<file path="config.mk">
export PLATFORM = sky130hd
export DESIGN_NAME = vna_front
export DESIGN_NICKNAME = d
export VERILOG_FILES = /design/src/vna_pkg.sv /design/src/vna_front.sv
export SDC_FILE = /design/constraint.sdc
export NUM_CORES = 1
export LEC_CHECK = 0
export CAP_MARGIN = 20
export CORE_MARGIN = 4
export CORE_UTILIZATION = 37
export DETAILED_ROUTE_END_ITERATION = 10
export DONT_BUFFER_PORTS = 1
export HOLD_SLACK_MARGIN = 0.15
export PLACE_DENSITY = 0.57
export SLEW_MARGIN = 20
export SYNTH_ARGS = -nofsm -noshare
export SYNTH_HDL_FRONTEND = slang
export SYNTH_SLANG_ARGS = --single-unit
</file>
<file path="constraint.sdc">
create_clock -name clk -period 12 [get_ports clk]
set_clock_uncertainty 0.15 [all_clocks]
set_input_delay 0.6 -clock clk [delete_from_list [all_inputs] [get_ports clk]]
set_output_delay 0.6 -clock clk [all_outputs]
set_load 0.02 [all_outputs]
</file>
<file path="src/vna_pkg.sv">
// ----------------------------------------------------------------------------
// vna_pkg
// Shared types and constants for the vertex normal accumulator.
// ----------------------------------------------------------------------------
package vna_pkg;

  localparam int unsigned CMD_W   = 2;
  localparam int unsigned IDX_W   = 10;
  localparam int unsigned POS_W   = 16;
  localparam int unsigned SUM_W   = 52;
  localparam int unsigned CNT_W   = 16;
  localparam int unsigned NRM_W   = 16;
  localparam int unsigned FACE_W  = 35;
  localparam int unsigned DIFF_W  = 17;
  localparam logic [CNT_W-1:0] COUNT_LIMIT = 16'hFFFF;
  localparam logic signed [SUM_W-1:0] SUM_LIMIT = 52'h7_FFFF_FFFF_FFFF;
  localparam logic [NRM_W-1:0] UNIT_ONE = 16'd16384;

  typedef enum logic [CMD_W-1:0] {
    CMD_LOAD = 2'd0,
    CMD_TRI  = 2'd1,
    CMD_READ = 2'd2,
    CMD_NOP  = 2'd3
  } cmd_t;

  // One classified request between front and back end
  typedef struct packed {
    cmd_t             cmd;
    logic             oob;
    logic [IDX_W-1:0] vi;
    logic [POS_W-1:0] px;
    logic [POS_W-1:0] py;
    logic [POS_W-1:0] pz;
    logic [IDX_W-1:0] ca;
    logic [IDX_W-1:0] cb;
    logic [IDX_W-1:0] cc;
  } req_t;

  // Normalise unit job
  typedef struct packed {
    logic [SUM_W-1:0] sx;
    logic [SUM_W-1:0] sy;
    logic [SUM_W-1:0] sz;
    logic [IDX_W-1:0] vi;
    logic [CNT_W-1:0] cnt;
    logic             degen;
  } nrm_job_t;

  typedef enum logic [3:0] {
    BS_IDLE, BS_PA, BS_PB, BS_PC, BS_DIFF, BS_MUL, BS_CROSS,
    BS_RMW_RD, BS_RMW_WAIT, BS_RMW_WR, BS_READ_RD, BS_READ_WAIT, BS_NRM
  } bstate_t;

  typedef enum logic [2:0] {
    NS_IDLE, NS_SCALE, NS_SQ, NS_SQRT, NS_DIV, NS_OUT
  } nstate_t;

endpackage

</file>
<file path="src/vna_front.sv">
// ----------------------------------------------------------------------------
// vna_front
// Command front end: classifies requests and queues them for the back end.
// ----------------------------------------------------------------------------
module vna_front #(
  parameter int unsigned MAX_VERTICES = 1024,
  parameter int unsigned DEPTH        = 2
) (
  input  logic                         clk,
  input  logic                         rst,
  input  logic                         start,
  output logic                         busy,
  input  logic [vna_pkg::CMD_W-1:0]    cmd,
  input  logic [vna_pkg::IDX_W-1:0]    vertex_index,
  input  logic [vna_pkg::POS_W-1:0]    pos_x,
  input  logic [vna_pkg::POS_W-1:0]    pos_y,
  input  logic [vna_pkg::POS_W-1:0]    pos_z,
  input  logic [vna_pkg::IDX_W-1:0]    corner_a,
  input  logic [vna_pkg::IDX_W-1:0]    corner_b,
  input  logic [vna_pkg::IDX_W-1:0]    corner_c,
  output logic                         q_valid,
  output vna_pkg::req_t                q_head,
  input  logic                         q_pop
);

  localparam int unsigned PW = (DEPTH > 1) ? $clog2(DEPTH) : 1;
  localparam logic [PW:0] DEPTH_L = (PW+1)'(DEPTH);

  vna_pkg::req_t    fifo [DEPTH];
  logic [PW-1:0]    wr_ptr;
  logic [PW-1:0]    rd_ptr;
  logic [PW:0]      fill;
  vna_pkg::req_t    req;
  logic             push;

  // Range check against the vertex count
  function automatic logic in_range(input logic [vna_pkg::IDX_W-1:0] i);
    in_range = ({1'b0, 32'(i)} < {1'b0, 32'(MAX_VERTICES)});
  endfunction

  always_comb begin
    req.cmd = vna_pkg::cmd_t'(cmd);
    req.vi  = vertex_index;
    req.px  = pos_x;
    req.py  = pos_y;
    req.pz  = pos_z;
    req.ca  = corner_a;
    req.cb  = corner_b;
    req.cc  = corner_c;
    if (cmd == vna_pkg::CMD_TRI) begin
      req.oob = !(in_range(corner_a) && in_range(corner_b) && in_range(corner_c));
    end else begin
      req.oob = !in_range(vertex_index);
    end
  end

  assign busy    = (fill == DEPTH_L);
  // Unknown and out-of-range load/triangle requests are dropped here
  assign push    = start && !busy && !(cmd == vna_pkg::CMD_NOP) &&
                   !(req.oob && (cmd != vna_pkg::CMD_READ));
  assign q_valid = (fill != '0);
  assign q_head  = fifo[rd_ptr];

  // Request queue
  always_ff @(posedge clk) begin
    if (rst) begin
      wr_ptr <= '0;
      rd_ptr <= '0;
      fill   <= '0;
    end else begin
      if (push) begin
        fifo[wr_ptr] <= req;
        wr_ptr <= (wr_ptr == PW'(DEPTH-1)) ? '0 : wr_ptr + 1'b1;
      end
      if (q_pop) begin
        rd_ptr <= (rd_ptr == PW'(DEPTH-1)) ? '0 : rd_ptr + 1'b1;
      end
      fill <= fill + (PW+1)'(push) - (PW+1)'(q_pop);
    end
  end

endmodule

</file>
==> metrics.txt <==
status completed; Antenna diodes 0; CTS Sinks 185; list of most frequent post-synthesis cells edfxtp_1 (180), mux2_2 (90), buf_6 (8); largest net degree at the start of global routing 91; RD Place Congestion 0.691; CTS tree done; IO Count 187; Skew-Pair Late Insertion Delay around 0.4 ns; layout cells sized above 1 30.7%; wire per inst 18.8 µm; GRT Util Overall 11.6%; Synth Area per Inst 22.2 µm²; Inst Count DP around 530; final setup fails 0; critical path data arrival time 1.90 ns; die area 20,600 µm²; GRT overflow 0; sequential area share after synthesis 80.9%; Tot Pwr 1.41 mW; Logic pwr share 10.6%; CP Cell Sequence buf_16 -> mux2_2; top-count cell post-synth edfxtp_1; area of the core about 18,000 µm²; capturing point of the worst reg2reg path fifo[1][17]; CP delay by family, top flip-flops; Post-CTS Setup Bufs 0; reg2reg setup slack 9.93 ns; routed wire length 12.3 mm; Worst Hold Launch q_pop; number of gates resized after CTS 0; initial antenna violation count 0; CP peak stage delay 0.68 ns; final worst path period share between 20% and 30%; Routed Antenna Nets 0; Hold Path Stages 2; CP Capture Type output port; global-route wire length before repair 18.0 mm; IO Port Bufs 0; Initial Util 37.8%; RSZ-0062 raised after global routing false; P_int 1.09 mW; Hold Path Class in2reg; Synth area leader edfxtp_1; root buf cell clkbuf_16; final cell count without fillers 652; switching share of total power 22.9%; CTS Buf Count 17; nets roughly 510; Final Hold Slack roughly 0.20 ns; Setup Crit Path Kind reg2out; Top FF cell, synth edfxtp_1; Clock Power Share 35.8%; # DRC 0; cells taking the most area after synthesis edfxtp_1 (79%), mux2_2 (15%), dfxtp_1 (1.5%); synth-to-layout area growth 24.6%; H-tree levels 4; WP buf/inv 1; slowest cell on the critical path dfxtp_4; Ys Warns 0; Pleak 2.78 nW; crit-path max FO 53; drt first pass iters 4; flops & latches, synth roughly 190; final worst slack roughly 9.4 ns; Worst setup SP type register; # fillers 1,514; max frequency 377 MHz; Post-Synthesis Net Count 403; Starting DRT DRC Count 119; maxcap violations 0; Die X around 140 µm; Unique masters post-synth 21; DR vias 3,110; Sw Pwr 324 µW; fraction of registers with async set/reset 0%; pre-CTS WS 9.57 ns; final hold vios 0; via/cell ratio 4.77; number of flops mapped to enable cells by yosys 180; Worst-Margin Slew 0.713 ns; post-DP HPWL 7.76 mm; Synth top area share 79.4%; post-synthesis cell count 307; Slew headroom 52.5%; die outline height 144 µm; power density over cell area 166 nW/µm²; Peak VDD IR 0.0000923 V; number of cell rows 49; Final TNS setup 0 ns; RR Startpoint fill[0]; max-slew violations 0; worst reg-to-reg path cell count 4; Final Critical Period 2.65 ns; Sequential Power Share between 50 and 60%; vias in the first global route around 3,400; synthesized area between 6000 and 7000 µm²; WP data required 11.25 ns; largest buffer count on any clock path 2; Hold EP rd_ptr; Clock transition at path regs 0.06 ns
-- flip-flops by register name, summed over array words and instances (netlist names), named ones only --
signal / flops
fifo: 180
fill: 2
rd_ptr: 1
wr_ptr: 1
-- area by class of cell --
class	instances	area (µm²)	area share, %
flip-flops and latches	185	5510	64.9
multi-input cells	110	1180	14.0
repair buffers	96	968	11.4
clock buffers	18	429	5.06
well taps	229	287	3.38
clock inverters	13	105	1.24
inverters	1	3.75	0.0442
-- worst max path at each step --
stage / from / to / cells past startpoint
final: register / q_head[24] / 2
after global routing: register / q_head[24] / 2
after CTS: register / q_head[24] / 1
after detailed placement: register / q_head[24] / 1
after global placement: register / q_head[24] / 1
after floorplan: cmd[0] / fifo[1][0] / 3
-- cells by family (layout without fill, tap and decap cells) --
logic type	after synthesis	in the layout	share of synthesized area, %
AND/OR/NAND/NOR	14	14	1.47
other	1	1	0.0551
XOR/XNOR	2	2	0.257
adder cells (fa/ha/maj)	2	2	0.367
flip-flops	185	185	80.9
buffers and inverters	12	128	1.89
multiplexers	91	91	15.1
-- routing by layer --
metal / track usage (%) / up-vias / share of wire [%]
met1: 13.6 / 1553 / 39
met4: 3.82 / 0 / 1.1
met5: 0 / - / 0
met2: 19.1 / 132 / 51
li1: - / 1414 / -
met3: 5.32 / 11 / 9.3
-- per-stage QoR --
step	utilization (%)	instance area, µm²
final	47.1	8490
after global routing	47.1	8490
after CTS	46.9	8460
after detailed placement	38.9	7010
after global placement	38.9	7010
after floorplan	-	6810
-- cell usage in the layout (no fill, tap or decap), drive strengths merged --
| master | n |
|---|---|
| nor3 | 2 |
| ha | 2 |
| and2b | 2 |
| clkbuf | 18 |
| dlygate4sd3 | 91 |
| nand2 | 1 |
| nor2 | 4 |
| edfxtp | 180 |
| inv | 3 |
| and2 | 1 |
| nand3b | 1 |
| xnor2 | 1 |
| xor2 | 1 |
| nor2b | 1 |
| mux2 | 91 |
| clkinvlp | 2 |
| conb | 1 |
| or2 | 1 |
| clkinv | 8 |
| bufinv | 1 |
| dfxtp | 5 |
| buf | 5 |
| nor3b | 1 |
-- power by group through the flow --
stage | logic, mW | clock network [mW] | registers, mW
global placement | 0.115 | 0 | 0.775
floorplan | 0.115 | 0 | 0.769
finish | 0.150 | 0.504 | 0.756
detailed placement | 0.116 | 0 | 0.777
CTS | 0.145 | 0.522 | 0.763
global route | 0.160 | 0.550 | 0.759
-- repair_timing --
action | in CTS | in global routing
hold buffers | 91 | 0
hold endpoints to repair | 183 | 0
endpoints found under the setup margin | 0 | 0
No activity file was read; power rests on OpenSTA's default activity.
