## config.mk

```make
export PLATFORM = sky130hd
export DESIGN_NAME = vna_norm
export DESIGN_NICKNAME = d
export VERILOG_FILES = /design/src/vna_pkg.sv /design/src/vna_norm.sv
export SDC_FILE = /design/constraint.sdc
export NUM_CORES = 2
export LEC_CHECK = 0
export ABC_AREA = 1
export BUFFER_PORTS_ARGS = -buffer_cell sky130_fd_sc_hd__buf_2
export CORE_MARGIN = 2
export CORE_UTILIZATION = 24
export CTS_CLUSTER_SIZE = 40
export DETAILED_ROUTE_END_ITERATION = 10
export GPL_ROUTABILITY_DRIVEN = 0
export PLACE_DENSITY = 0.44
export SYNTH_ARGS = -nofsm -noshare
export SYNTH_HDL_FRONTEND = slang
export SYNTH_SLANG_ARGS = --single-unit
```

## constraint.sdc

```tcl
create_clock -name clk -period 12.75 [get_ports clk]
set_clock_uncertainty 0.2 [all_clocks]
set_input_delay 0.6375 -clock clk [delete_from_list [all_inputs] [get_ports clk]]
set_output_delay 0.6375 -clock clk [all_outputs]
set_load 0.01 [all_outputs]
```

## src/vna_pkg.sv

```systemverilog
// ----------------------------------------------------------------------------
// vna_pkg
// Shared types and constants for the vertex normal accumulator.
// ----------------------------------------------------------------------------
package vna_pkg;

  localparam int unsigned CMD_W   = 2;
  localparam int unsigned IDX_W   = 10;
  localparam int unsigned POS_W   = 16;
  localparam int unsigned SUM_W   = 52;
  localparam int unsigned CNT_W   = 16;
  localparam int unsigned NRM_W   = 16;
  localparam int unsigned FACE_W  = 35;
  localparam int unsigned DIFF_W  = 17;
  localparam logic [CNT_W-1:0] COUNT_LIMIT = 16'hFFFF;
  localparam logic signed [SUM_W-1:0] SUM_LIMIT = 52'h7_FFFF_FFFF_FFFF;
  localparam logic [NRM_W-1:0] UNIT_ONE = 16'd16384;

  typedef enum logic [CMD_W-1:0] {
    CMD_LOAD = 2'd0,
    CMD_TRI  = 2'd1,
    CMD_READ = 2'd2,
    CMD_NOP  = 2'd3
  } cmd_t;

  // One classified request between front and back end
  typedef struct packed {
    cmd_t             cmd;
    logic             oob;
    logic [IDX_W-1:0] vi;
    logic [POS_W-1:0] px;
    logic [POS_W-1:0] py;
    logic [POS_W-1:0] pz;
    logic [IDX_W-1:0] ca;
    logic [IDX_W-1:0] cb;
    logic [IDX_W-1:0] cc;
  } req_t;

  // Normalise unit job
  typedef struct packed {
    logic [SUM_W-1:0] sx;
    logic [SUM_W-1:0] sy;
    logic [SUM_W-1:0] sz;
    logic [IDX_W-1:0] vi;
    logic [CNT_W-1:0] cnt;
    logic             degen;
  } nrm_job_t;

  typedef enum logic [3:0] {
    BS_IDLE, BS_PA, BS_PB, BS_PC, BS_DIFF, BS_MUL, BS_CROSS,
    BS_RMW_RD, BS_RMW_WAIT, BS_RMW_WR, BS_READ_RD, BS_READ_WAIT, BS_NRM
  } bstate_t;

  typedef enum logic [2:0] {
    NS_IDLE, NS_SCALE, NS_SQ, NS_SQRT, NS_DIV, NS_OUT
  } nstate_t;

endpackage

```

## src/vna_norm.sv

```systemverilog
// ----------------------------------------------------------------------------
// vna_norm
// Normalise unit: scale, sum of squares, bit-serial square root and divide.
// ----------------------------------------------------------------------------
module vna_norm (
  input  logic                          clk,
  input  logic                          rst,
  input  logic                          go,
  input  vna_pkg::nrm_job_t             job,
  output logic                          idle,
  output logic                          strobe,
  output logic [vna_pkg::NRM_W-1:0]     normal_x,
  output logic [vna_pkg::NRM_W-1:0]     normal_y,
  output logic [vna_pkg::NRM_W-1:0]     normal_z,
  output logic [vna_pkg::IDX_W-1:0]     result_index,
  output logic [vna_pkg::CNT_W-1:0]     contributions,
  output logic                          degenerate
);

  localparam int unsigned MW = vna_pkg::SUM_W;

  vna_pkg::nstate_t state, state_next;
  logic [MW-1:0] m [3];
  logic [2:0]    neg;
  logic [63:0]   sq;
  logic [63:0]   rem;
  logic [31:0]   root;
  logic [5:0]    step;
  logic [1:0]    lane;
  logic [1:0]    mul_ph;
  logic [46:0]   dividend;
  logic [31:0]   quot;
  logic [46:0]   drem;
  logic [15:0]   res [3];
  logic [MW-1:0] big;
  logic [MW-1:0] sval;

  assign big = (m[0] > m[1]) ? ((m[0] > m[2]) ? m[0] : m[2])
                             : ((m[1] > m[2]) ? m[1] : m[2]);
  assign idle = (state == vna_pkg::NS_IDLE);
  assign sval = m[lane];

  always_comb begin
    state_next = state;
    case (state)
      vna_pkg::NS_IDLE:  if (go) state_next = job.degen ? vna_pkg::NS_OUT : vna_pkg::NS_SCALE;
      vna_pkg::NS_SCALE: if (big < MW'(64'h4000_0000) && big >= MW'(64'h2000_0000))
                           state_next = vna_pkg::NS_SQ;
      vna_pkg::NS_SQ:    if (lane == 2'd2 && mul_ph == 2'd1) state_next = vna_pkg::NS_SQRT;
      vna_pkg::NS_SQRT:  if (step == 6'd0) state_next = vna_pkg::NS_DIV;
      vna_pkg::NS_DIV:   if (lane == 2'd2 && step == 6'd0) state_next = vna_pkg::NS_OUT;
      vna_pkg::NS_OUT:   state_next = vna_pkg::NS_IDLE;
      default:           state_next = vna_pkg::NS_IDLE;
    endcase
  end

  always_ff @(posedge clk) begin
    if (rst) begin
      state  <= vna_pkg::NS_IDLE;
      strobe <= 1'b0;
    end else begin
      state  <= state_next;
      strobe <= (state == vna_pkg::NS_OUT);
    end
  end

  // Datapath
  always_ff @(posedge clk) begin
    case (state)
      vna_pkg::NS_IDLE: begin
        result_index  <= job.vi;
        contributions <= job.cnt;
        degenerate    <= job.degen;
        neg <= {job.sz[MW-1], job.sy[MW-1], job.sx[MW-1]};
        m[0] <= job.sx[MW-1] ? (MW'(0) - job.sx) : job.sx;
        m[1] <= job.sy[MW-1] ? (MW'(0) - job.sy) : job.sy;
        m[2] <= job.sz[MW-1] ? (MW'(0) - job.sz) : job.sz;
        lane <= 2'd0;
        mul_ph <= 2'd0;
        sq <= '0;
        for (int j = 0; j < 3; j++) res[j] <= '0;
      end
      // One-bit shift a cycle toward [2^29, 2^30)
      vna_pkg::NS_SCALE: begin
        for (int j = 0; j < 3; j++) begin
          if (big >= MW'(64'h4000_0000)) m[j] <= m[j] >> 1;
          else if (big < MW'(64'h2000_0000)) m[j] <= m[j] << 1;
        end
      end
      // Squares: one 30x30 multiply, registered, then accumulate
      vna_pkg::NS_SQ: begin
        if (mul_ph == 2'd0) begin
          rem    <= 64'(sval[29:0]) * 64'(sval[29:0]);
          mul_ph <= 2'd1;
        end else begin
          sq     <= sq + rem;
          mul_ph <= 2'd0;
          if (lane == 2'd2) begin
            rem  <= sq + rem;
            root <= '0;
            step <= 6'd31;
            lane <= 2'd0;
          end else begin
            lane <= lane + 2'd1;
          end
        end
      end
      // Digit-by-digit square root, one result bit a cycle
      vna_pkg::NS_SQRT: begin
        if ({2'b0, rem[63:0] >> (2*step)} >= 66'({root, 2'b01})) begin
          rem  <= rem - (64'({root, 2'b01}) << (2*step));
          root <= {root[30:0], 1'b1};
        end else begin
          root <= {root[30:0], 1'b0};
        end
        if (step != 6'd0) step <= step - 6'd1;
        else begin
          dividend <= 47'(m[0][29:0]) * 47'(vna_pkg::UNIT_ONE) + 47'({root[30:0], 1'b0} >> 1);
        end
      end
      // Restoring divide, one quotient bit a cycle, one lane at a time
      vna_pkg::NS_DIV: begin
        if (mul_ph == 2'd0) begin
          drem   <= '0;
          quot   <= '0;
          step   <= 6'd46;
          mul_ph <= 2'd1;
          dividend <= 47'(sval[29:0]) * 47'(vna_pkg::UNIT_ONE) + 47'(root >> 1);
        end else begin
          if ({1'b0, drem[45:0], dividend[step]} >= {16'b0, root}) begin
            drem <= 47'({drem[45:0], dividend[step]} - {15'b0, root});
            quot <= {quot[30:0], 1'b1};
          end else begin
            drem <= {drem[45:0], dividend[step]};
            quot <= {quot[30:0], 1'b0};
          end
          if (step != 6'd0) step <= step - 6'd1;
          else begin
            mul_ph <= 2'd0;
            res[lane] <= 16'(({quot[30:0], 1'b0} | 32'(({1'b0, drem[45:0], dividend[0]}
                         >= {16'b0, root}))) > 32'(vna_pkg::UNIT_ONE) ? 32'(vna_pkg::UNIT_ONE)
                         : ({quot[30:0], 1'b0} | 32'(({1'b0, drem[45:0], dividend[0]}
                         >= {16'b0, root}))));
            if (lane != 2'd2) begin
              lane <= lane + 2'd1;
              step <= 6'd1;
            end
          end
        end
      end
      vna_pkg::NS_OUT: begin
        normal_x <= neg[0] ? (16'd0 - res[0]) : res[0];
        normal_y <= neg[1] ? (16'd0 - res[1]) : res[1];
        normal_z <= neg[2] ? (16'd0 - res[2]) : res[2];
      end
      default: ;
    endcase
  end

endmodule

```

==> results list <==
- The flow ran to the end, and the final reports show no timing, DRC or antenna violations.
* Crit start category: register
- Clock tree synthesis selected as its root buffer the cell clkbuf_16.
- Worst skew pair latency: 0.74 ns
* Die area: 333200 sq um
- Dividing the final minimum period by the clock period gives 88.34%.
- Post-synthesis async set-or-reset flop share: 0%
- Number of buffers on the longest clock path: 3
- Number of enable flip-flop cells after synthesis: 572
- Number of synthesis warnings: 0
- Starting density of the core: 24.10%
- For the worst flop-to-flop path, the logic depth is 34.
- In the synthesized netlist, the number of instances is 10517.
* CP Capture Type: register
- Along the worst hold path, the cell count comes to 3.
* Max-capacitance violation count: 0
- At the pin with the least slew margin, the transition time is 1.296 ns.
- Number of remaining DRC errors: 0
* Floorplan die width: 577.2 microns
- Dividing the detail-routed via count by the number of cells gives 4.730.
- Wire length of the first global-routing pass: 465600 microns
- Delay of the slowest cell on the worst path: 1.09 ns
- edfxtp_1 takes more of the synthesized area than any other cell.
* Core Area: 327100 sq um
* Fraction of final layout cells with drive strength greater than 1: 5.875%
- Maximum number of pins on one net before global-route repair: 144
- In this run the biggest area consumer among cell types represents 21.78% of the synthesized area.
* Number of nets at the end of the flow: 12201
- The synthesized design contains 579 register bits.
- In this run the worst path has a maximum fanout of 52.
- Final setup margin: 1.487 ns
* Top FF cell, synth: edfxtp_1
* Gr usage total: 18.49%
* Avg WL per Cell: 20.80 microns
* Area added between synthesis and finish: 11.58%
- Grt ovf: 0
- Row count: 210
- Among the stages of the critical path, the cell type that occurs most often is fa_1.
* Drt initial violations: 6171
- Post-CTS repair changed the size of 0 cells.
- Library cells used by synthesis: 75
- Sequential area share after synthesis: 21.96%
- TritonCTS Buffers: 78
- Detailed-route via count: 71282
- Setup repair after global routing left no endpoint under its margin.
* Top-Level Pins: 263
- The worst hold path belongs to the class in2reg.
- Data arrives at the worst endpoint at 11.50 ns.
* CTS tree: built
* Antenna violations before repair: 10
- Headroom to the max-slew limit: 13.50%
* Mean instance size in the synthesized netlist: 7.498 sq um
- Vias in the first global route: 70723
- TritonCTS Sinks: 579
- The number of failing hold endpoints at the final stage is 0.
- At the placement stage, the worst setup path has a slack of 1.613 ns.
- The wire-length estimate of the detail-placed layout is 253800 microns.
- The H-tree generated during clock tree synthesis spans 3 levels.
- Share of the core filled with cells: 26.90%
- Synth top area cells: edfxtp_1 (22%), fa_1 (18%), ha_1 (10%)
- Type of the worst setup path: reg2reg
- Slowest CP cell: o21ai_1
* Die Span Y: 577.2 microns
* Setup violators final: 0
* Min cycle time layout: 11.26 ns
- Mapped Area: 78850 sq um
- After clock tree synthesis, the clock-pin slew on the worst setup and hold paths is 0.07 ns.
- The count of nets left with antenna violations once routing finished came out at 0.
* Wire length after detailed routing: 313500 microns
- Pre-antenna DRT Iters: 6
- Port buffering added 262 buffers.
- Max Fclk: 88.79 MHz
- Data on the critical path is required at its endpoint by 12.99 ns.
- Setup Total Neg Slack: 0 ns
* Final-report max-slew violation count: 0
## final cells by class
type | instances | area (sq um)
inverter | 1977 | 7427
clock buffer | 95 | 2037
sequential | 579 | 17320
clock inverter | 49 | 558.0
antenna | 2 | 5.005
fill | 36332 | 239100
tap | 4346 | 5438
timing repair buffer | 387 | 2345
multi-input combinational | 7636 | 52860
## cells in the mapped netlist, types with 83 or more instances
cell,instances
edfxtp_1,572
xnor2_1,143
o21ai_0,596
o211ai_1,95
xor2_1,201
nand3_1,532
nor3_1,111
nor2_1,1217
fa_1,710
ha_1,646
a31oi_1,99
clkbuf_1,179
nand2_1,2052
inv_1,1939
nand4_1,83
a21oi_1,586
## placed cells by master, fill, tap and decap left out, types with 16 or more instances in the layout
cell type	Yosys	final
a21o_1	48	48
a21oi_1	586	585
a221oi_1	16	16
a31oi_1	99	99
buf_2	77	262
buf_4	16	95
clkbuf_1	179	16
clkbuf_16	0	79
clkinv_1	19	33
dlygate4sd3_1	0	28
edfxtp_1	572	572
fa_1	710	710
ha_1	646	646
inv_1	1939	1936
inv_2	19	19
mux2i_1	19	19
nand2_1	2052	2050
nand3_1	532	530
nand4_1	83	83
nor2_1	1217	1214
nor3_1	111	109
nor4_1	54	54
o211ai_1	95	95
o21a_1	42	42
o21ai_0	596	588
o21ai_1	38	38
o21bai_1	23	23
o221ai_1	23	23
o22ai_1	46	46
or2_2	67	67
xnor2_1	143	143
xor2_1	201	201
## registers in the layout (all words and copies together), names as in the netlist, 2 cells and up, named ones only
register       count
result_index      10
m                156
contributions     16
normal_y          16
rem               64
lane               2
normal_z          16
res               48
drem              46
root              32
dividend          45
sq                64
neg                3
quot              31
normal_x          16
state              3
step               6
## timing repair
action	CTS	global route
hold endpoints to repair	31	0
hold buffers	28	0
setup buffers	0	0
## logic make-up (layout without fill, tap and decap cells)
kind of cell,after synthesis,in the layout,synth area share (%)
AO/OA/AOI/OAI,1713,1713,12.40
XOR/XNOR,344,344,3.821
adder cells (fa/ha/maj),1356,1356,28.28
buffers and inverters,2304,2508,11.21
flip-flops,579,579,21.96
multiplexers,20,20,0.2555
other,1,5,0.004756
AND/OR/NAND/NOR,4200,4200,22.07
## critical path, delay by kind of cell, from the launching register on
| kind | cells | cell delay, ns |
|---|---|---|
| flip-flops | 1 | 0.60 |
| buffers and inverters | 10 | 2.57 |
| adder cells (fa/ha/maj) | 9 | 4.61 |
| AO/OA/AOI/OAI | 3 | 1.45 |
| AND/OR/NAND/NOR | 12 | 1.55 |
## path summary, 6_finish.rpt
path	startpoint	end	slack, ns
setup / recovery	register	rem[55]$_DFFE_PP_	1.49
hold / removal	job[179]	m[0][48]$_DFFE_PP_	0.16
setup reg to reg	register	rem[55]$_DFFE_PP_	1.49
hold reg to reg	m[2][9]$_DFFE_PP_	m[2][10]$_DFFE_PP_	0.33
## layer usage
layer / routed length (microns) / track usage, % / share of wire (%)
met1: 143300 / 25.61 / 46
met2: 145600 / 30.56 / 46
met3: 16240 / 1.981 / 5.2
met4: 8382 / 4.690 / 2.7
met5: 0 / 0 / 0
## through the flow
stage               instances  cell area [sq um]  hold WS, ns
floorplan               10519              78860       0.2510
global placement        14897              85110       0.3241
detailed placement      14897              85110       0.3266
CTS                     15069              87980       0.1084
global route            15071              87990       0.1568
finish                  15071              87990       0.1584
Power is not shown: default switching activity piles up to over one toggle a cycle in this logic, so the estimate is an artifact.
